===== src/esmv_pkg.sv =====
// ----------------------------------------------------------------------------
// esmv_pkg
// shared sizes, codes and command types for the ellpack matrix-vector unit
// ----------------------------------------------------------------------------
package esmv_pkg;

    localparam int MAX_ROWS     = 1024;
    localparam int VECTOR_DEPTH = 1024;
    localparam int MAX_SLOTS    = 64;

    localparam int KIND_W  = 2;
    localparam int IDX_W   = 10;
    localparam int VAL_W   = 32;
    localparam int ACC_W   = 64;

    localparam int NUM_ROWS_W  = 11;
    localparam int NUM_SLOTS_W = 7;
    localparam int CFG_DW      = 11;
    localparam int CFG_IW      = 1;

    localparam int ROW_AW  = (MAX_ROWS > 1) ? $clog2(MAX_ROWS) : 1;
    localparam int ROW_CW  = $clog2(MAX_ROWS + 1);
    localparam int VEC_AW  = (VECTOR_DEPTH > 1) ? $clog2(VECTOR_DEPTH) : 1;
    localparam int SLOT_AW = (MAX_SLOTS > 1) ? $clog2(MAX_SLOTS) : 1;
    localparam int SLOT_CW = $clog2(MAX_SLOTS + 1);

    typedef enum logic [KIND_W-1:0] {
        KIND_VEC_WR = 2'd0,
        KIND_ROW_WR = 2'd1,
        KIND_MAC    = 2'd2,
        KIND_ROW_RD = 2'd3
    } kind_t;

    typedef enum logic [CFG_IW-1:0] {
        REG_NUM_ROWS  = 1'b0,
        REG_NUM_SLOTS = 1'b1
    } cfg_reg_t;

    // controller to datapath
    typedef struct packed {
        logic vec_wr;
        logic row_wr;
        logic mac_rd;
        logic mac_mul;
        logic mac_wb;
        logic row_rd;
        logic row_load;
    } dp_cmd_t;

    // datapath to controller
    typedef struct packed {
        logic out_free;
    } dp_status_t;

endpackage


===== src/esmv_ctrl.sv =====
// ----------------------------------------------------------------------------
// esmv_ctrl
// sequencer: decodes each request and steps the datapath through it
// ----------------------------------------------------------------------------
module esmv_ctrl import esmv_pkg::*; (
    input  logic              clk,
    input  logic              rst_n,
    input  logic              in_valid,
    input  logic [KIND_W-1:0] in_kind,
    output logic              in_ready,
    input  dp_status_t        status,
    output dp_cmd_t           cmd
);

    typedef enum logic [1:0] {
        ST_IDLE,
        ST_MAC_RD,
        ST_MAC_WB,
        ST_ROW_RD
    } state_t;

    state_t state_reg;
    state_t state_next;
    logic   accept;

    assign in_ready = (state_reg == ST_IDLE);
    assign accept   = in_valid && in_ready;

    always_comb
    begin
        cmd          = '0;
        state_next   = state_reg;
        case (state_reg)
            ST_IDLE:
            begin
                if (accept)
                begin
                    case (kind_t'(in_kind))
                        KIND_VEC_WR: cmd.vec_wr = 1'b1;
                        KIND_ROW_WR: cmd.row_wr = 1'b1;
                        KIND_MAC:
                        begin
                            cmd.mac_rd = 1'b1;
                            state_next = ST_MAC_RD;
                        end
                        KIND_ROW_RD:
                        begin
                            cmd.row_rd = 1'b1;
                            state_next = ST_ROW_RD;
                        end
                        default: ;
                    endcase
                end
            end
            ST_MAC_RD:
            begin
                cmd.mac_mul = 1'b1;
                state_next  = ST_MAC_WB;
            end
            ST_MAC_WB:
            begin
                cmd.mac_wb = 1'b1;
                state_next = ST_IDLE;
            end
            ST_ROW_RD:
            begin
                if (status.out_free)
                begin
                    cmd.row_load = 1'b1;
                    state_next   = ST_IDLE;
                end
            end
            default: state_next = ST_IDLE;
        endcase
    end

    always_ff @(posedge clk or negedge rst_n)
    begin
        if (!rst_n)
        begin
            state_reg <= ST_IDLE;
        end
        else
        begin
            state_reg <= state_next;
        end
    end

endmodule


===== config.mk =====
export PLATFORM = sky130hd
export DESIGN_NAME = esmv_ctrl
export DESIGN_NICKNAME = d
export VERILOG_FILES = /design/src/esmv_pkg.sv /design/src/esmv_ctrl.sv
export SDC_FILE = /design/constraint.sdc
export NUM_CORES = 1
export LEC_CHECK = 0
export BUFFER_PORTS_ARGS = -buffer_cell sky130_fd_sc_hd__buf_2
export CAP_MARGIN = 10
export CORE_AREA = 5 5 42 44
export CTS_CLUSTER_DIAMETER = 200
export DETAILED_ROUTE_END_ITERATION = 6
export DIE_AREA = 0 0 47 49
export PLACE_DENSITY = 0.44
export SYNTH_ARGS = -nofsm -noshare
export SYNTH_HDL_FRONTEND = slang
export SYNTH_SLANG_ARGS = --single-unit

===== constraint.sdc =====
create_clock -name clk -period 1.1 [get_ports clk]
set_input_delay 0.22 -clock clk [delete_from_list [all_inputs] [get_ports clk]]
set_output_delay 0.22 -clock clk [all_outputs]
set_load 0.1 [all_outputs]

==> impl_metrics.xml <==
<?xml version="1.0" encoding="UTF-8"?>
<metrics>
  <group name="sta">
    <metric name="postLayoutSetupSlackWorst" unit="ns">-0.362</metric>
    <metric name="setup-tns-final" unit="ns">-2.94</metric>
    <metric name="timing.final.hold_violations" unit="">0</metric>
    <metric name="finalClockSkew" unit="ns">0.00274</metric>
    <metric name="finalSetupViolCount" unit="">10</metric>
    <metric name="final.hold.worst_slack" unit="ns">0.317</metric>
    <metric name="fmax" unit="GHz">0.684</metric>
    <metric name="timing.slew.headroom" unit="">0.895</metric>
    <metric name="worst_slew_pin_slew" unit="ns">0.158</metric>
    <metric name="rsz0062_at_grt" unit="">yes</metric>
    <metric name="layout_min_cycle_time" unit="ns">1.46</metric>
    <metric name="finalMaxSlewViolations" unit="">0</metric>
    <metric name="period_share" unit="">1.33</metric>
  </group>
  <group name="cells_and_area">
    <metric name="stdcell_count" unit="">53</metric>
    <metric name="final_layout_size_suffix_gt1_frac" unit="">0.838</metric>
    <metric name="largest_register_ffs" unit="">2</metric>
    <metric name="layout_commonest_cell" unit="">buf_12</metric>
    <metric name="stdcell_area" unit="um2">489</metric>
    <metric name="number_of_antenna_diodes" unit="">0</metric>
    <metric name="layout_common_cells" unit="">buf_12 (8), buf_2 (5)</metric>
    <metric name="final_nets" unit="">45</metric>
    <metric name="syn2layout_area_growth" unit="%">234</metric>
  </group>
  <group name="global_routing">
    <metric name="grt_first_pass_wirelength" unit="um">1080</metric>
    <metric name="initial_antenna_violation_count" unit="">0</metric>
    <metric name="groute.usage.overall" unit="">0.0711</metric>
    <metric name="residual_overflow_from_global_routing" unit="">0</metric>
    <metric name="number_of_global_route_vias_before_repair" unit="">250</metric>
    <metric name="grt_start_max_net_pins" unit="">7</metric>
  </group>
  <group name="clock_tree">
    <metric name="cts_max_path_buffers" unit="">2</metric>
    <metric name="tritoncts" unit="">yes</metric>
    <metric name="cts_buf_count" unit="">3</metric>
    <metric name="clkSlewWorstSetupHoldPaths" unit="ns">0.03</metric>
    <metric name="clock_tree.root_cell" unit="">clkbuf_4</metric>
    <metric name="cts.sinks" unit="">2</metric>
    <metric name="clock_insertion_delay_worst_skew" unit="ns">0.22</metric>
    <metric name="htree_levels" unit="">1</metric>
  </group>
  <group name="drt">
    <metric name="firstDrtPassIters" unit="">2</metric>
    <metric name="detail_route.wirelength" unit="um">642</metric>
    <metric name="routed_wire_length_per_instance" unit="um">12.1</metric>
    <metric name="initialDrtViolationCount" unit="">3</metric>
    <metric name="num_vias" unit="">214</metric>
    <metric name="antenna_violating_nets_post_route" unit="">0</metric>
    <metric name="detail_route.drc_violations" unit="">0</metric>
    <metric name="drt-vias-per-instance" unit="">4.04</metric>
  </group>
  <group name="placed_design">
    <metric name="minimum_setup_slack_after_placement" unit="ns">-0.128</metric>
    <metric name="gpl.final_weighted_congestion" unit="">0.643</metric>
    <metric name="placedCellCount" unit="">47</metric>
    <metric name="numPortBuffers" unit="">13</metric>
    <metric name="postPlaceCellArea" unit="um2">409</metric>
  </group>
  <group name="synthesis">
    <metric name="netlist_top_cells_area" unit="">dfrtp_1 (34%), and4b_1 (21%), nor2b_1 (13%)</metric>
    <metric name="yosys_warnings" unit="">0</metric>
    <metric name="post_synth_instance_area" unit="um2">146</metric>
    <metric name="yosysUniqueCellTypes" unit="">9</metric>
    <metric name="synth_largest_type_area_fraction" unit="">0.342</metric>
    <metric name="netlist.top_cell.by_area" unit="">dfrtp_1</metric>
    <metric name="synth_area_per_cell" unit="um2">10.5</metric>
    <metric name="portion_of_the_post_synthesis_area_used_by_sequential_elements" unit="">0.342</metric>
    <metric name="ys_seq_elements" unit="">2</metric>
    <metric name="synth_cells" unit="">14</metric>
    <metric name="synth_nets" unit="">20</metric>
  </group>
  <group name="worst_setup_path">
    <metric name="cp-end-kind" unit="">primary output</metric>
    <metric name="max_stage_delay" unit="ns">0.40</metric>
    <metric name="critical_path_class" unit="">flop to primary output</metric>
    <metric name="cp_max_fo" unit="">6</metric>
    <metric name="worstPathRequired" unit="ns">0.88</metric>
    <metric name="crit_path_top_delay_cell" unit="">dfrtp_1</metric>
    <metric name="path_cells" unit="">nor2_4 &gt; and4bb_4 &gt; buf_12</metric>
    <metric name="start_kind" unit="">flop</metric>
    <metric name="cp_num_buf_inv" unit="">1</metric>
    <metric name="cp_data_arrival_time" unit="ns">1.24</metric>
    <metric name="worst_path_dominant_cell_family" unit="">simple AND/OR/NAND/NOR gates</metric>
  </group>
  <group name="floorplan">
    <metric name="initial_core_util" unit="">0.104</metric>
    <metric name="design.portCount" unit="">14</metric>
    <metric name="floorplan.core_area" unit="um2">1400</metric>
    <metric name="num_rows" unit="">14</metric>
    <metric name="dieArea" unit="um2">2300</metric>
    <metric name="die_h" unit="um">49</metric>
    <metric name="floorplan.die.width" unit="um">47</metric>
  </group>
  <group name="job">
    <metric name="max_cap_viol_count" unit="">0</metric>
  </group>
  <group name="power">
    <metric name="seq_power_share" unit="">0.120</metric>
    <metric name="combinationalPowerShare" unit="">0.678</metric>
    <metric name="max_vdd_drop" unit="mV">0.726</metric>
    <metric name="p_leak" unit="nW">0.217</metric>
    <metric name="switching_share" unit="">0.463</metric>
    <metric name="pwr_density_cell" unit="nW/um2">1660</metric>
    <metric name="p_int" unit="W">0.000437</metric>
    <metric name="switching_power_total" unit="W">0.000376</metric>
    <metric name="clockPowerShare" unit="">0.202</metric>
  </group>
  <group name="status">
    <metric name="violated_checks" unit="">negative setup slack</metric>
    <metric name="run_status" unit="">finished, violations left</metric>
  </group>
  <group name="worst_hold_path">
    <metric name="worstHoldPathType" unit="">primary input to asynchronous set/reset pin</metric>
  </group>
</metrics>
==> per-stage QoR <==
stage,utilization,total power (W)
4_1_cts,0.341,0.000812
5_1_grt,0.349,0.000862
3_3_place_gp,0.292,0.000595
6_report,0.349,0.000813
2_1_floorplan,-,0.000392
3_5_place_dp,0.292,0.000595
==> cells in the mapped netlist, drive strengths merged <==
| master | count |
|---|---|
| a32o | 1 |
| and3 | 1 |
| and4 | 1 |
| and4b | 3 |
| and4bb | 1 |
| dfrtp | 2 |
| nor2 | 1 |
| nor2b | 3 |
| or3 | 1 |
==> final cells by class <==
| class | count | area (um2) |
|---|---|---|
| Clock buffer | 3 | 22.5 |
| Tap cell | 16 | 20.0 |
| Multi-Input combinational cell | 12 | 145 |
| Sequential cell | 2 | 50.0 |
| Timing Repair Buffer | 20 | 251 |
| Fill cell | 143 | 912 |
==> routing by layer <==
metal / track usage / part of all wire / up-vias
li1: - / - / 106
met1: 0.0659 / 0.37 / 94
met2: 0.0769 / 0.42 / 14
met3: 0.0923 / 0.21 / 0
met4: 0.0553 / 0 / 0
met5: 0 / 0 / -
==> power groups by stage <==
stage | combinational (W) | clock [W] | sequential (W)
after floorplan | 0.000288 | 0 | 0.000104
after global placement | 0.000497 | 0 | 0.0000988
after detailed placement | 0.000496 | 0 | 0.0000987
after CTS | 0.000539 | 0.000174 | 0.0000986
after global routing | 0.000572 | 0.000190 | 0.0000990
final | 0.000551 | 0.000164 | 0.0000974
==> timing repair <==
action / in CTS / in global routing
resized for setup: 7 / 1
setup buffers: 1 / 2
endpoints found under the hold margin: 2 / 0
hold buffers: 1 / 0
pin swaps: 4 / 3
endpoints found under the setup margin: 10 / 10
gates cloned: 0 / 0
==> cells by family (layout without fill, tap and decap cells) <==
| family | Yosys count | in the layout | synth area share |
|---|---|---|---|
| flops | 2 | 2 | 0.342 |
| buf+inv | 0 | 23 | 0 |
| simple gates | 11 | 11 | 0.590 |
| compound gates | 1 | 1 | 0.0684 |
==> worst paths after layout <==
kind,start,end,slack [ns],cells after the start
setup reg to reg,state_reg[0],state_reg[1],-0.18,4
setup / recovery,state_reg[0],cmd[6],-0.36,3
hold / removal,rst_n,state_reg[1],0.32,2
hold reg to reg,state_reg[1],state_reg[0],0.71,2
min in group clk,in_kind[1],state_reg[0],0.35,2
max in group asynchronous,rst_n,state_reg[0],0.69,2
Note: power is estimated with default switching activity, not from simulation.
